$ cat src/design/arc_pkg.sv
`default_nettype none
package arc_pkg;

  localparam int ARC_MAX_LOOPS = 1023;
  localparam int ARC_FRAC      = 30;
  localparam int ARC_XW        = 31;
  localparam int ARC_MW        = 31;
  localparam int ARC_NW_MIN    = 32;

  localparam logic [63:0] ARC_PI_Q60 = 64'h3243F6A8885A308D;
  localparam logic [63:0] ARC_PI_W   = (ARC_PI_Q60 + (64'd1 << (59 - ARC_FRAC)))
                                       >> (60 - ARC_FRAC);
  localparam logic [63:0] ARC_HALF_PI = (ARC_PI_Q60 + (64'd1 << (60 - ARC_FRAC)))
                                        >> (61 - ARC_FRAC);
  localparam logic [31:0] ARC_PI_OUT  = 32'd3373259426;
  localparam logic [30:0] ARC_EPS_RST = 31'd1074;

  typedef enum logic [3:0] {
    OP_NONE,
    OP_LOAD,
    OP_MUL_X2,
    OP_MUL_P3,
    OP_MUL_PC,
    OP_DIV_CAND,
    OP_CHECK,
    OP_DIV_Q,
    OP_MUL_QK,
    OP_MUL_RK,
    OP_DIV_COEF,
    OP_MUL_PW,
    OP_FINAL,
    OP_OUT
  } arc_op_e;

  typedef struct packed {
    arc_op_e op;
    logic    ph;
  } arc_cmd_t;

  typedef struct packed {
    logic cont;
    logic lmax;
    logic div_done;
  } arc_stat_t;

endpackage
`default_nettype wire

$ cat src/design/arc_if.sv
`default_nettype none
interface arc_in_if;
  logic        valid;
  logic        ready;
  logic [30:0] arg_x;
  modport source (output valid, output arg_x, input ready);
  modport sink   (input valid, input arg_x, output ready);
endinterface

interface arc_out_if;
  logic        valid;
  logic        ready;
  logic [31:0] arccos_value;
  logic [10:0] last_index;
  logic        not_converged;
  modport source (output valid, output arccos_value, output last_index,
                  output not_converged, input ready);
  modport sink   (input valid, input arccos_value, input last_index,
                  input not_converged, output ready);
endinterface
`default_nettype wire

$ cat src/design/arc_div.sv
`default_nettype none
module arc_div #(
  parameter int NW = 32,
  parameter int DW = 12
) (
  input  wire logic          clk_i,
  input  wire logic          rst_ni,
  input  wire logic          start_i,
  input  wire logic [NW-1:0] num_i,
  input  wire logic [DW-1:0] den_i,
  output logic               done_o,
  output logic [NW-1:0]      quo_o,
  output logic [DW-1:0]      rem_o
);
  localparam int CW = $clog2(NW + 1);

  logic          busy_q, done_q;
  logic [CW-1:0] cnt_q;
  logic [DW-1:0] rem_q, den_q;
  logic [NW-1:0] quo_q;
  logic [DW:0]   trial;
  logic          ge;
  logic [DW-1:0] rem_d;

  // Restoring division, one quotient bit per cycle; the numerator shifts
  // out of the top of quo_q while quotient bits shift in at the bottom.
  always_comb begin
    trial = {rem_q, quo_q[NW-1]};
    ge    = trial >= {1'b0, den_q};
    rem_d = ge ? DW'(trial - {1'b0, den_q}) : trial[DW-1:0];
  end

  always_ff @(posedge clk_i or negedge rst_ni) begin
    if (!rst_ni) begin
      busy_q <= 1'b0;
      done_q <= 1'b0;
      cnt_q  <= '0;
    end else begin
      done_q <= 1'b0;
      if (start_i) begin
        busy_q <= 1'b1;
        cnt_q  <= CW'(NW);
      end else if (busy_q) begin
        cnt_q <= cnt_q - 1'b1;
        if (cnt_q == CW'(1)) begin
          busy_q <= 1'b0;
          done_q <= 1'b1;
        end
      end
    end
  end

  always_ff @(posedge clk_i) begin
    if (start_i) begin
      rem_q <= '0;
      den_q <= den_i;
      quo_q <= num_i;
    end else if (busy_q) begin
      rem_q <= rem_d;
      quo_q <= {quo_q[NW-2:0], ge};
    end
  end

  assign done_o = done_q;
  assign quo_o  = quo_q;
  assign rem_o  = rem_q;
endmodule
`default_nettype wire

$ cat src/design/arc_datapath.sv
`default_nettype none
module arc_datapath import arc_pkg::*; #(
  parameter int MAX_LOOPS = ARC_MAX_LOOPS
) (
  input  wire logic        clk_i,
  input  wire logic        rst_ni,
  input  wire arc_cmd_t    cmd_i,
  output arc_stat_t        stat_o,
  input  wire logic [30:0] eps_i,
  input  wire logic [30:0] arg_x_i,
  output logic [31:0]      arccos_value_o,
  output logic [10:0]      last_index_o,
  output logic             not_converged_o
);
  localparam int DW = $clog2(2 * MAX_LOOPS + 4);
  localparam int LW = $clog2(MAX_LOOPS + 1);
  localparam int SW = ARC_XW + 1 + LW;
  localparam int NW = (2 * DW + 1 > ARC_NW_MIN) ? 2 * DW + 1 : ARC_NW_MIN;
  localparam int PW = 2 * ARC_MW;
  localparam int RW = 2 * DW;

  logic [ARC_MW-1:0] xm_q, x2_q, pw_q, coef_q, cm_q, pm_q, qk_q;
  logic [RW-1:0]     rk_q;
  logic              sx_q, stuck_q;
  logic [DW-1:0]     k_q;
  logic [LW-1:0]     loops_q;
  logic signed [SW-1:0] sum_q;
  logic [31:0]       res_q;
  logic [PW-1:0]     prod_q;
  logic [31:0]       av_q;
  logic [10:0]       li_q;
  logic              nc_q;

  logic [ARC_MW-1:0] ma, mb, prod_rnd, diff;
  logic [PW-1:0]     prod_r;
  logic              is_mul, is_div;
  logic              div_start, div_done;
  logic [NW-1:0]     div_num, div_quo;
  logic [DW-1:0]     div_den, div_rem, k1, k2;
  logic signed [SW-1:0] rs;

  assign k1 = k_q + DW'(1);
  assign k2 = k_q + DW'(2);

  always_comb begin
    is_mul = 1'b1;
    ma     = xm_q;
    mb     = xm_q;
    case (cmd_i.op)
      OP_MUL_X2: begin ma = xm_q;  mb = xm_q; end
      OP_MUL_P3: begin ma = x2_q;  mb = xm_q; end
      OP_MUL_PC: begin ma = pw_q;  mb = coef_q; end
      OP_MUL_PW: begin ma = pw_q;  mb = x2_q; end
      OP_MUL_QK: begin ma = div_quo[ARC_MW-1:0]; mb = ARC_MW'(k_q); end
      OP_MUL_RK: begin ma = ARC_MW'(div_rem);    mb = ARC_MW'(k_q); end
      default:   is_mul = 1'b0;
    endcase
  end

  always_comb begin
    is_div  = 1'b1;
    div_num = NW'(cm_q) + NW'(k2 >> 1);
    div_den = k2;
    case (cmd_i.op)
      OP_DIV_CAND: begin div_num = NW'(cm_q) + NW'(k2 >> 1); div_den = k2; end
      OP_DIV_Q:    begin div_num = NW'(coef_q);              div_den = k1; end
      OP_DIV_COEF: begin div_num = NW'(rk_q) + NW'(k1 >> 1); div_den = k1; end
      default:     is_div = 1'b0;
    endcase
  end

  assign div_start = is_div && !cmd_i.ph;

  arc_div #(.NW(NW), .DW(DW)) u_div (
    .clk_i   (clk_i),
    .rst_ni  (rst_ni),
    .start_i (div_start),
    .num_i   (div_num),
    .den_i   (div_den),
    .done_o  (div_done),
    .quo_o   (div_quo),
    .rem_o   (div_rem)
  );

  // Products are rounded to nearest on the magnitude; signs are tracked apart.
  assign prod_r   = prod_q + (PW'(1) << (ARC_FRAC - 1));
  assign prod_rnd = prod_r[ARC_FRAC +: ARC_MW];

  // Every term carries the sign of x, so the term difference is one of magnitudes.
  assign diff = (cm_q >= pm_q) ? cm_q - pm_q : pm_q - cm_q;

  assign stat_o.cont     = diff >= eps_i;
  assign stat_o.lmax     = loops_q == LW'(MAX_LOOPS);
  assign stat_o.div_done = div_done;

  assign rs = SW'(ARC_HALF_PI) - sum_q;

  always_ff @(posedge clk_i) begin
    if (is_mul && !cmd_i.ph) begin
      prod_q <= ma * mb;
    end
    case (cmd_i.op)
      OP_LOAD: begin
        sx_q    <= arg_x_i[30];
        xm_q    <= arg_x_i[30] ? ~arg_x_i + 31'd1 : arg_x_i;
        pm_q    <= arg_x_i[30] ? ~arg_x_i + 31'd1 : arg_x_i;
        sum_q   <= SW'($signed(arg_x_i));
        coef_q  <= ARC_MW'(1) << (ARC_FRAC - 1);
        k_q     <= DW'(1);
        loops_q <= '0;
        stuck_q <= 1'b0;
      end
      OP_MUL_X2: if (cmd_i.ph) x2_q <= prod_rnd;
      OP_MUL_P3: if (cmd_i.ph) pw_q <= prod_rnd;
      OP_MUL_PC: if (cmd_i.ph) cm_q <= prod_rnd;
      OP_MUL_PW: if (cmd_i.ph) pw_q <= prod_rnd;
      OP_MUL_QK: if (cmd_i.ph) qk_q <= prod_q[ARC_MW-1:0];
      OP_MUL_RK: if (cmd_i.ph) rk_q <= prod_q[RW-1:0];
      OP_DIV_CAND: if (cmd_i.ph && div_done) cm_q <= div_quo[ARC_MW-1:0];
      OP_DIV_COEF: if (cmd_i.ph && div_done) coef_q <= qk_q + div_quo[ARC_MW-1:0];
      OP_CHECK: begin
        if (stat_o.cont && !stat_o.lmax) begin
          loops_q <= loops_q + LW'(1);
          sum_q   <= sx_q ? sum_q - SW'(cm_q) : sum_q + SW'(cm_q);
          k_q     <= k2;
          pm_q    <= cm_q;
        end else if (stat_o.cont) begin
          stuck_q <= 1'b1;
        end
      end
      OP_FINAL: begin
        if (rs < 0) begin
          res_q <= '0;
        end else if (rs > SW'(ARC_PI_W)) begin
          res_q <= 32'(ARC_PI_W);
        end else begin
          res_q <= 32'(rs);
        end
      end
      OP_OUT: begin
        av_q <= (res_q > ARC_PI_OUT) ? ARC_PI_OUT : res_q;
        li_q <= 11'(k_q);
        nc_q <= stuck_q;
      end
      default: ;
    endcase
  end

  assign arccos_value_o  = av_q;
  assign last_index_o    = li_q;
  assign not_converged_o = nc_q;
endmodule
`default_nettype wire

$ cat src/design/arc_ctrl.sv
`default_nettype none
module arc_ctrl import arc_pkg::*; (
  input  wire logic      clk_i,
  input  wire logic      rst_ni,
  input  wire logic      in_valid_i,
  output logic           in_ready_o,
  output logic           out_valid_o,
  input  wire logic      out_ready_i,
  input  wire arc_stat_t stat_i,
  output arc_cmd_t       cmd_o
);
  typedef enum logic [12:0] {
    S_IDLE = 13'b0000000000001,
    S_X2   = 13'b0000000000010,
    S_P3   = 13'b0000000000100,
    S_PC   = 13'b0000000001000,
    S_DC   = 13'b0000000010000,
    S_CHK  = 13'b0000000100000,
    S_DQ   = 13'b0000001000000,
    S_QK   = 13'b0000010000000,
    S_RK   = 13'b0000100000000,
    S_DCF  = 13'b0001000000000,
    S_PW   = 13'b0010000000000,
    S_FIN  = 13'b0100000000000,
    S_OUT  = 13'b1000000000000
  } arc_state_e;

  arc_state_e state_q, state_d;
  logic       ph_q, ph_d;
  logic       ov_q, ov_d;
  logic       ld_ok;

  assign ld_ok = !ov_q || out_ready_i;

  always_comb begin
    state_d   = state_q;
    ph_d      = ph_q;
    cmd_o.op  = OP_NONE;
    cmd_o.ph  = ph_q;
    ov_d      = ov_q && !out_ready_i;
    case (state_q)
      S_IDLE: begin
        if (in_valid_i) begin
          cmd_o.op = OP_LOAD;
          state_d  = S_X2;
        end
      end
      S_X2:  begin cmd_o.op = OP_MUL_X2;   ph_d = !ph_q; if (ph_q) state_d = S_P3; end
      S_P3:  begin cmd_o.op = OP_MUL_P3;   ph_d = !ph_q; if (ph_q) state_d = S_PC; end
      S_PC:  begin cmd_o.op = OP_MUL_PC;   ph_d = !ph_q; if (ph_q) state_d = S_DC; end
      S_QK:  begin cmd_o.op = OP_MUL_QK;   ph_d = !ph_q; if (ph_q) state_d = S_RK; end
      S_RK:  begin cmd_o.op = OP_MUL_RK;   ph_d = !ph_q; if (ph_q) state_d = S_DCF; end
      S_PW:  begin cmd_o.op = OP_MUL_PW;   ph_d = !ph_q; if (ph_q) state_d = S_PC; end
      // Divide states start the unit, then hold until it reports done.
      S_DC: begin
        cmd_o.op = OP_DIV_CAND;
        ph_d     = 1'b1;
        if (ph_q && stat_i.div_done) begin
          ph_d    = 1'b0;
          state_d = S_CHK;
        end
      end
      S_DQ: begin
        cmd_o.op = OP_DIV_Q;
        ph_d     = 1'b1;
        if (ph_q && stat_i.div_done) begin
          ph_d    = 1'b0;
          state_d = S_QK;
        end
      end
      S_DCF: begin
        cmd_o.op = OP_DIV_COEF;
        ph_d     = 1'b1;
        if (ph_q && stat_i.div_done) begin
          ph_d    = 1'b0;
          state_d = S_PW;
        end
      end
      S_CHK: begin
        cmd_o.op = OP_CHECK;
        state_d  = (stat_i.cont && !stat_i.lmax) ? S_DQ : S_FIN;
      end
      S_FIN: begin
        cmd_o.op = OP_FINAL;
        state_d  = S_OUT;
      end
      S_OUT: begin
        if (ld_ok) begin
          cmd_o.op = OP_OUT;
          ov_d     = 1'b1;
          state_d  = S_IDLE;
        end
      end
      default: state_d = S_IDLE;
    endcase
  end

  always_ff @(posedge clk_i or negedge rst_ni) begin
    if (!rst_ni) begin
      state_q <= S_IDLE;
      ph_q    <= 1'b0;
      ov_q    <= 1'b0;
    end else begin
      state_q <= state_d;
      ph_q    <= ph_d;
      ov_q    <= ov_d;
    end
  end

  assign in_ready_o  = state_q == S_IDLE;
  assign out_valid_o = ov_q;
endmodule
`default_nettype wire

$ cat src/design/arccos_taylor_series_top.sv
// Channel   Dir  Payload                                       Handshake
// in_i      in   arg_x[30:0] signed Q1.30                      valid/ready
// out_o     out  arccos_value[31:0], last_index, not_converged valid/ready
// cfg       in   cfg_wdata_i[30:0] epsilon                     cfg_we_i, no wait
//
// One item at a time. Setup is the load, three multiplies and one divide. Each
// series term follows a check and adds four multiplies and three 32-step serial
// divides (k+1 twice, k+2).
// Reset clears the controller and loads epsilon to its default; no memories.
// A finished result waits in the output register while the next item runs;
// the last step of an item stalls only if that register is still full.
`default_nettype none
module arccos_taylor_series_top import arc_pkg::*; #(
  parameter int MAX_LOOPS = ARC_MAX_LOOPS
) (
  input  wire logic        clk_i,
  input  wire logic        rst_ni,
  input  wire logic        cfg_we_i,
  input  wire logic [30:0] cfg_wdata_i,
  arc_in_if.sink           in_i,
  arc_out_if.source        out_o
);
  logic [30:0] eps_q;
  arc_cmd_t    cmd;
  arc_stat_t   stat;

  always_ff @(posedge clk_i or negedge rst_ni) begin
    if (!rst_ni) begin
      eps_q <= ARC_EPS_RST;
    end else if (cfg_we_i) begin
      eps_q <= cfg_wdata_i;
    end
  end

  arc_ctrl u_ctrl (
    .clk_i       (clk_i),
    .rst_ni      (rst_ni),
    .in_valid_i  (in_i.valid),
    .in_ready_o  (in_i.ready),
    .out_valid_o (out_o.valid),
    .out_ready_i (out_o.ready),
    .stat_i      (stat),
    .cmd_o       (cmd)
  );

  arc_datapath #(.MAX_LOOPS(MAX_LOOPS)) u_dp (
    .clk_i           (clk_i),
    .rst_ni          (rst_ni),
    .cmd_i           (cmd),
    .stat_o          (stat),
    .eps_i           (eps_q),
    .arg_x_i         (in_i.arg_x),
    .arccos_value_o  (out_o.arccos_value),
    .last_index_o    (out_o.last_index),
    .not_converged_o (out_o.not_converged)
  );

  a_range: assert property (@(posedge clk_i) disable iff (!rst_ni)
    out_o.valid |-> out_o.arccos_value <= ARC_PI_OUT)
    else $error("arccos result above pi");

  a_bound_idx: assert property (@(posedge clk_i) disable iff (!rst_ni)
    (out_o.valid && out_o.not_converged) |->
      out_o.last_index == 11'(2 * MAX_LOOPS + 1))
    else $error("loop bound flag with wrong final index");

  a_busy: assert property (@(posedge clk_i) disable iff (!rst_ni)
    (in_i.valid && in_i.ready) |=> !in_i.ready)
    else $error("item taken while previous item still in work");
endmodule
`default_nettype wire
$ cat src/flat_wrapper.sv
// flat-port wrapper written by rule: the top's interface ports become plain ports
module arccos_taylor_series_top_flat import arc_pkg::*;
#(
  parameter int MAX_LOOPS = ARC_MAX_LOOPS
)
  (clk_i, rst_ni, cfg_we_i, cfg_wdata_i, in_i_valid, in_i_arg_x, in_i_ready, out_o_valid, out_o_arccos_value, out_o_last_index, out_o_not_converged, out_o_ready);
  arc_in_if in_i_i ();
  arc_out_if out_o_i ();
  input  wire logic clk_i;
  input  wire logic rst_ni;
  input  wire logic cfg_we_i;
  input  wire logic [30:0] cfg_wdata_i;
  input wire logic [$bits(in_i_i.valid)-1:0] in_i_valid;
  input wire logic [$bits(in_i_i.arg_x)-1:0] in_i_arg_x;
  output wire logic [$bits(in_i_i.ready)-1:0] in_i_ready;
  output wire logic [$bits(out_o_i.valid)-1:0] out_o_valid;
  output wire logic [$bits(out_o_i.arccos_value)-1:0] out_o_arccos_value;
  output wire logic [$bits(out_o_i.last_index)-1:0] out_o_last_index;
  output wire logic [$bits(out_o_i.not_converged)-1:0] out_o_not_converged;
  input wire logic [$bits(out_o_i.ready)-1:0] out_o_ready;
  assign in_i_i.valid = in_i_valid;
  assign in_i_i.arg_x = in_i_arg_x;
  assign in_i_ready = in_i_i.ready;
  assign out_o_valid = out_o_i.valid;
  assign out_o_arccos_value = out_o_i.arccos_value;
  assign out_o_last_index = out_o_i.last_index;
  assign out_o_not_converged = out_o_i.not_converged;
  assign out_o_i.ready = out_o_ready;
  arccos_taylor_series_top #(.MAX_LOOPS(MAX_LOOPS)) u_core (.clk_i(clk_i), .rst_ni(rst_ni), .cfg_we_i(cfg_we_i), .cfg_wdata_i(cfg_wdata_i), .in_i(in_i_i), .out_o(out_o_i));
endmodule
$ cat config.mk
export PLATFORM = sky130hd
export DESIGN_NAME = arccos_taylor_series_top_flat
export DESIGN_NICKNAME = d
export VERILOG_FILES = /design/src/design/arc_pkg.sv /design/src/design/arc_if.sv /design/src/design/arc_div.sv /design/src/design/arc_datapath.sv /design/src/design/arc_ctrl.sv /design/src/design/arccos_taylor_series_top.sv /design/src/flat_wrapper.sv
export SDC_FILE = /design/constraint.sdc
export NUM_CORES = 2
export LEC_CHECK = 0
export BUFFER_PORTS_ARGS = -buffer_cell sky130_fd_sc_hd__buf_2
export CAP_MARGIN = 20
export CORE_UTILIZATION = 65
export CTS_BUF_LIST = sky130_fd_sc_hd__clkbuf_8 sky130_fd_sc_hd__clkbuf_16
export CTS_CLUSTER_DIAMETER = 60
export DETAILED_ROUTE_END_ITERATION = 10
export MAX_ROUTING_LAYER = met4
export PLACE_DENSITY = 0.82
export SKIP_LAST_GASP = 1
export SLEW_MARGIN = 10
export SYNTH_ARGS = -nofsm -noshare
export SYNTH_HDL_FRONTEND = slang
export SYNTH_HIERARCHICAL = 1
export SYNTH_SLANG_ARGS = --single-unit
$ cat constraint.sdc
create_clock -name clk_i -period 13.2 [get_ports clk_i]
set_input_delay 1.32 -clock clk_i [delete_from_list [all_inputs] [get_ports clk_i]]
set_output_delay 1.32 -clock clk_i [all_outputs]
set_load 0.02 [all_outputs]
==> results_dict.tcl, run 1 <==
set metrics [dict create \
    outcome "stopped before the end" \
    cts_buffers 54 \
    clockBufferDepth 3 \
    grt_max_degree 79 \
    rows 115 \
    synth_async_sr_flop_share_pct 9.78 \
    synth_edf_count 486 \
    hold_buffers 0 \
    synth_compound_area_share_pct 11.1 \
    portBuffers 111 \
    synthMuxAreaShare_pct 1.68 \
    start_util_pct 66.0 \
    gp_congestion 1.10 \
    syn_avg_cell_area_um2 9.31 \
    worstEndpointGrtRepair "u_core/u_dp/prod_q[49]$_DFFE_PP_/D" \
    synth_cells 7013 \
    track_usage_pct 45.7 \
    haltStage "detailed routing" \
    die_y_um 319 \
    yosysUniqueCellTypes 106 \
    clock-root-buffer "clkbuf_16" \
    yosys.area_share.simple_pct 15.3 \
    die_w_um 319 \
    synthFlopType "edfxtp_1" \
    yosysSeqAreaShare_pct 24.8 \
    synth_top_family_by_area "adder cells" \
    error_line "[ERROR DRT-0255] Maze Route cannot find path of net in_i_arg_x[25] in worker of routeBox ( 289800 96600 ) ( 318965 144900 )." \
    synth_seq_cells 552 \
    gr-total-overflow 0 \
    antenna_found_initial 13 \
    htree_levels 2 \
    grt_pass1_vias 54834 \
    hpwl_mm 178 \
    endpoint_type "sequential cell input" \
    synth_area_mm2 0.0653 \
    io_pins 113 \
    cts_setup_buffers 0 \
    synthAdderAreaFrac_pct 34.6 \
    cts_sinks 552 \
    grt_pass1_wl_mm 335 \
    synth_nets 8378 \
    yosysWarnings 6 \
    synthXorXnorAreaFrac_pct 4.45 \
]
-- routing by layer --
metal and GRT usage, %:
met2 70.8, met1 55.2, met3 10.2, met4 26.3, met5 -
-- synth_stat cells, types with 98 or more instances --
master / n / area share [%]
a21oi_1: 277 / 2.1
nand2_1: 752 / 4.3
clkbuf_1: 273 / 1.6
fa_1: 843 / 26
inv_1: 1050 / 6.0
ha_1: 455 / 8.7
xor2_1: 98 / 1.3
xnor2_1: 234 / 3.1
nor2_1: 874 / 5.0
edfxtp_1: 486 / 22
a21o_1: 143 / 1.6
nand3_1: 118 / 0.90
o21ai_0: 211 / 1.6
-- per-stage QoR --
| step | area (um2) | instances | setup slack [ps] |
|---|---|---|---|
| 2_1_floorplan | 65300 | 7013 | 1650 |
| 3_3_place_gp | 67500 | 8241 | 515 |
| 3_5_place_dp | 67500 | 8241 | 434 |
| 4_1_cts | 69300 | 8343 | 399 |
| 5_1_grt | 69400 | 8352 | 1.54 |
-- kinds of logic after synthesis --
logic type	after synthesis
AOI/OAI and AO/OA	1097
buffers and inverters	1380
xor gates and xnor gates	332
other	1
DFF	552
muxes	99
adders and majority gates	1298
and+or+nand+nor	2254
-- what timing repair did --
item                       CTS  global route
gates resized for setup      0             6
hold endpoints to repair     0             0
setup endpoints to repair    0             6
==> inputs of run 2 (changes only) <==
--- a/config.mk
+++ b/config.mk
@@ -7,12 +7,9 @@
 export LEC_CHECK = 0
 export BUFFER_PORTS_ARGS = -buffer_cell sky130_fd_sc_hd__buf_2
 export CAP_MARGIN = 20
-export CORE_UTILIZATION = 65
-export CTS_BUF_LIST = sky130_fd_sc_hd__clkbuf_8 sky130_fd_sc_hd__clkbuf_16
-export CTS_CLUSTER_DIAMETER = 60
+export CORE_UTILIZATION = 40
 export DETAILED_ROUTE_END_ITERATION = 10
-export MAX_ROUTING_LAYER = met4
-export PLACE_DENSITY = 0.82
+export PLACE_DENSITY_LB_ADDON = 0.15
 export SKIP_LAST_GASP = 1
 export SLEW_MARGIN = 10
 export SYNTH_ARGS = -nofsm -noshare
==> run 2 against run 1 <==
  * The run now ends clean
  * Synthesized cell count unchanged
  * Area after synthesis unchanged
  * Global-route usage decreased by 17 points
==> results_dict.tcl, run 2 <==
set metrics [dict create \
    yosysSeqAreaShare_pct 24.8 \
    largest-register "u_core/u_dp/prod_q" \
    die_y_um 406 \
    drc_errors 0 \
    synth_edf_count 486 \
    die_w_um 406 \
    rsz0062_at_grt "no" \
    cts_resized 0 \
    clockBufferDepth 3 \
    synth_area_leaders "fa_1 (26%), edfxtp_1 (22%), ha_1 (8.7%), inv_1 (6.0%), nor2_1 (5.0%)" \
    relSlewSlack_pct 22.2 \
    die-area_mm2 0.165 \
    synthDominantCellAreaShare_pct 25.8 \
    dr.pass1.iters 6 \
    gp_congestion 0.948 \
    synth_seq_cells 552 \
    wl_per_cell_um 25.8 \
    gr-total-overflow 0 \
    cp-start-kind "register" \
    htree_levels 2 \
    grtUsageMet2_pct 46.2 \
    fmax_mhz 81.0 \
    finalSetupTns_ps 0 \
    coreArea_mm2 0.161 \
    cts_buffers 61 \
    hold_viol_final 0 \
    synth_area_mm2 0.0653 \
    required_ps 13630 \
    synth_async_sr_flop_share_pct 9.78 \
    fin_cells 9255 \
    cp.arrival_ps 12780 \
    fin_crit_sh_pct 93.6 \
    largest_reg_flops 61 \
    routed_wl_mm 239 \
    layout_common_cells "inv_1 (1,049), nor2_1 (869), fa_1 (843)" \
    yosysMostFrequentCell "inv_1" \
    crit_start "u_core/u_ctrl/state_q[2]$_DFFE_PN0P_" \
    cp_max_fo 31 \
    final_common_cell "inv_1" \
    synthTopCellsByCount "inv_1 (1,050), nor2_1 (874), fa_1 (843)" \
    vias_per_cell 5.61 \
    crit_type "reg -> reg" \
    r2r_start "u_core/u_ctrl/state_q[2]$_DFFE_PN0P_" \
    drive_above_1_share_pct 8.31 \
    hpwl_mm 189 \
    clk_latency_ps 700 \
    outcome "finished clean" \
    hold_buffers 0 \
    met3_usage_pct 4.90 \
    dp.cells 9134 \
    drt_iter0_drc 4961 \
    hold_depth 0 \
    yosysWarnings 6 \
    grt_pass1_wl_mm 350 \
    nFillCells 15890 \
    grt_pass1_vias 51906 \
    synth_nets 8378 \
    cts_tree "built" \
    grt_max_degree 84 \
    min_from "u_core/u_dp/stuck_q$_DFFE_PP_" \
    rows 147 \
    path_clk_slew_ps 70 \
    min_to "u_core/u_dp/not_converged_o$_DFFE_PN_" \
    start_util_pct 40.5 \
    antenna_found_initial 11 \
    synth_cells 7013 \
    holdCritPathClass "reg -> reg" \
    max_stage_delay_ps 980 \
    ant_nets 0 \
    syn2layout_area_growth_pct 8.75 \
    worstMarginPinSlew_ps 1170 \
    maxCapViolations 0 \
    synthFlopType "edfxtp_1" \
    seqCellArea_mm2 0.0162 \
    crit_path_end_kind "register" \
    syn_avg_cell_area_um2 9.31 \
    yosysTopAreaCell "fa_1" \
    fin_crit_ps 12350 \
    vias 51880 \
    reg2reg_slack_ps 850 \
    track_usage_pct 29.0 \
    grt.busiest_layer "met2" \
    finalMaxSlewViolations 0 \
    clock-root-buffer "clkbuf_16" \
    skew_ps 72.5 \
    multiInputGateArea_mm2 0.0440 \
    slowest_stage "o21ai_2" \
    cts_setup_buffers 0 \
    yosysUniqueCellTypes 106 \
    io_pins 113 \
    r2r_end "u_core/u_dp/prod_q[53]$_DFFE_PP_" \
    top_regs "u_core/u_dp/prod_q: 61 flops, u_core/u_dp/sum_q: 42 flops" \
    grt_use_met1_pct 39.5 \
    fin_nets 8404 \
    path_common_cell "fa_1" \
    cts_sinks 552 \
    rr_worst_depth 39 \
    finalSetupViolCount 0 \
    portBuffers 111 \
]
## run 2: cell families after synthesis
family / synth area share (%)
flops: 24.8
xor+xnor: 4.45
simple gates: 15.3
mux: 1.68
buf+inv: 8.08
fa+ha+maj: 34.6
compound gates: 11.1
other cells: 0.00574
## run 2: metal layers
layer	up-vias	share of wire (%)	wire length, um
li1	23069	-	-
met1	26241	42	101000
met2	2204	45	108000
met3	356	8.1	19200
met4	10	4.1	9850
met5	-	0.028	66
## run 2: worst max path at each step
| stage | endpoint | depth (start not counted) |
|---|---|---|
| final | u_core/u_dp/prod_q[53]$_DFFE_PP_ | 39 |
| after global routing | u_core/u_dp/prod_q[59]$_DFFE_PP_ | 39 |
| after CTS | u_core/u_dp/prod_q[59]$_DFFE_PP_ | 39 |
| after detailed placement | u_core/u_dp/prod_q[60]$_DFFE_PP_ | 35 |
| after global placement | u_core/u_dp/prod_q[60]$_DFFE_PP_ | 32 |
| after floorplan | u_core/u_dp/k_q[10]$_SDFFCE_PN0P_ | 23 |
## run 2: layout make-up
type | instances | area share, %
Sequential cell | 552 | 22.8
Multi-Input combinational cell | 5081 | 62.0
Antenna cell | 3 | 0.0106
Inverter | 1054 | 5.57
Clock inverter | 47 | 0.854
Clock buffer | 69 | 2.24
Timing Repair Buffer | 289 | 2.73
Tap cell | 2160 | 3.81
## run 2: stage by stage
| step | util (%) | hold slack [ps] | setup slack (ps) | area (um2) |
|---|---|---|---|---|
| after floorplan | - | 400 | 1650 | 65300 |
| after global placement | 42.6 | 406 | 914 | 68700 |
| after detailed placement | 42.6 | 411 | 910 | 68800 |
| after CTS | 44.0 | 423 | 1010 | 71000 |
| after global routing | 44.0 | 428 | 239 | 71000 |
| final | 44.0 | 419 | 851 | 71000 |
## run 2: critical path: cells and delay by family, from the launching register on
family / cells / cell delay [ps]
AO/OA/AOI/OAI: 8 / 2830
XOR/XNOR: 1 / 80
adder cells (fa/ha/maj): 9 / 4110
buffers and inverters: 9 / 1190
flip-flops: 1 / 510
AND/OR/NAND/NOR: 12 / 3290
Power of run 2 is not shown: default switching activity piles up to over one toggle a cycle in this logic, so the estimate is an artifact.
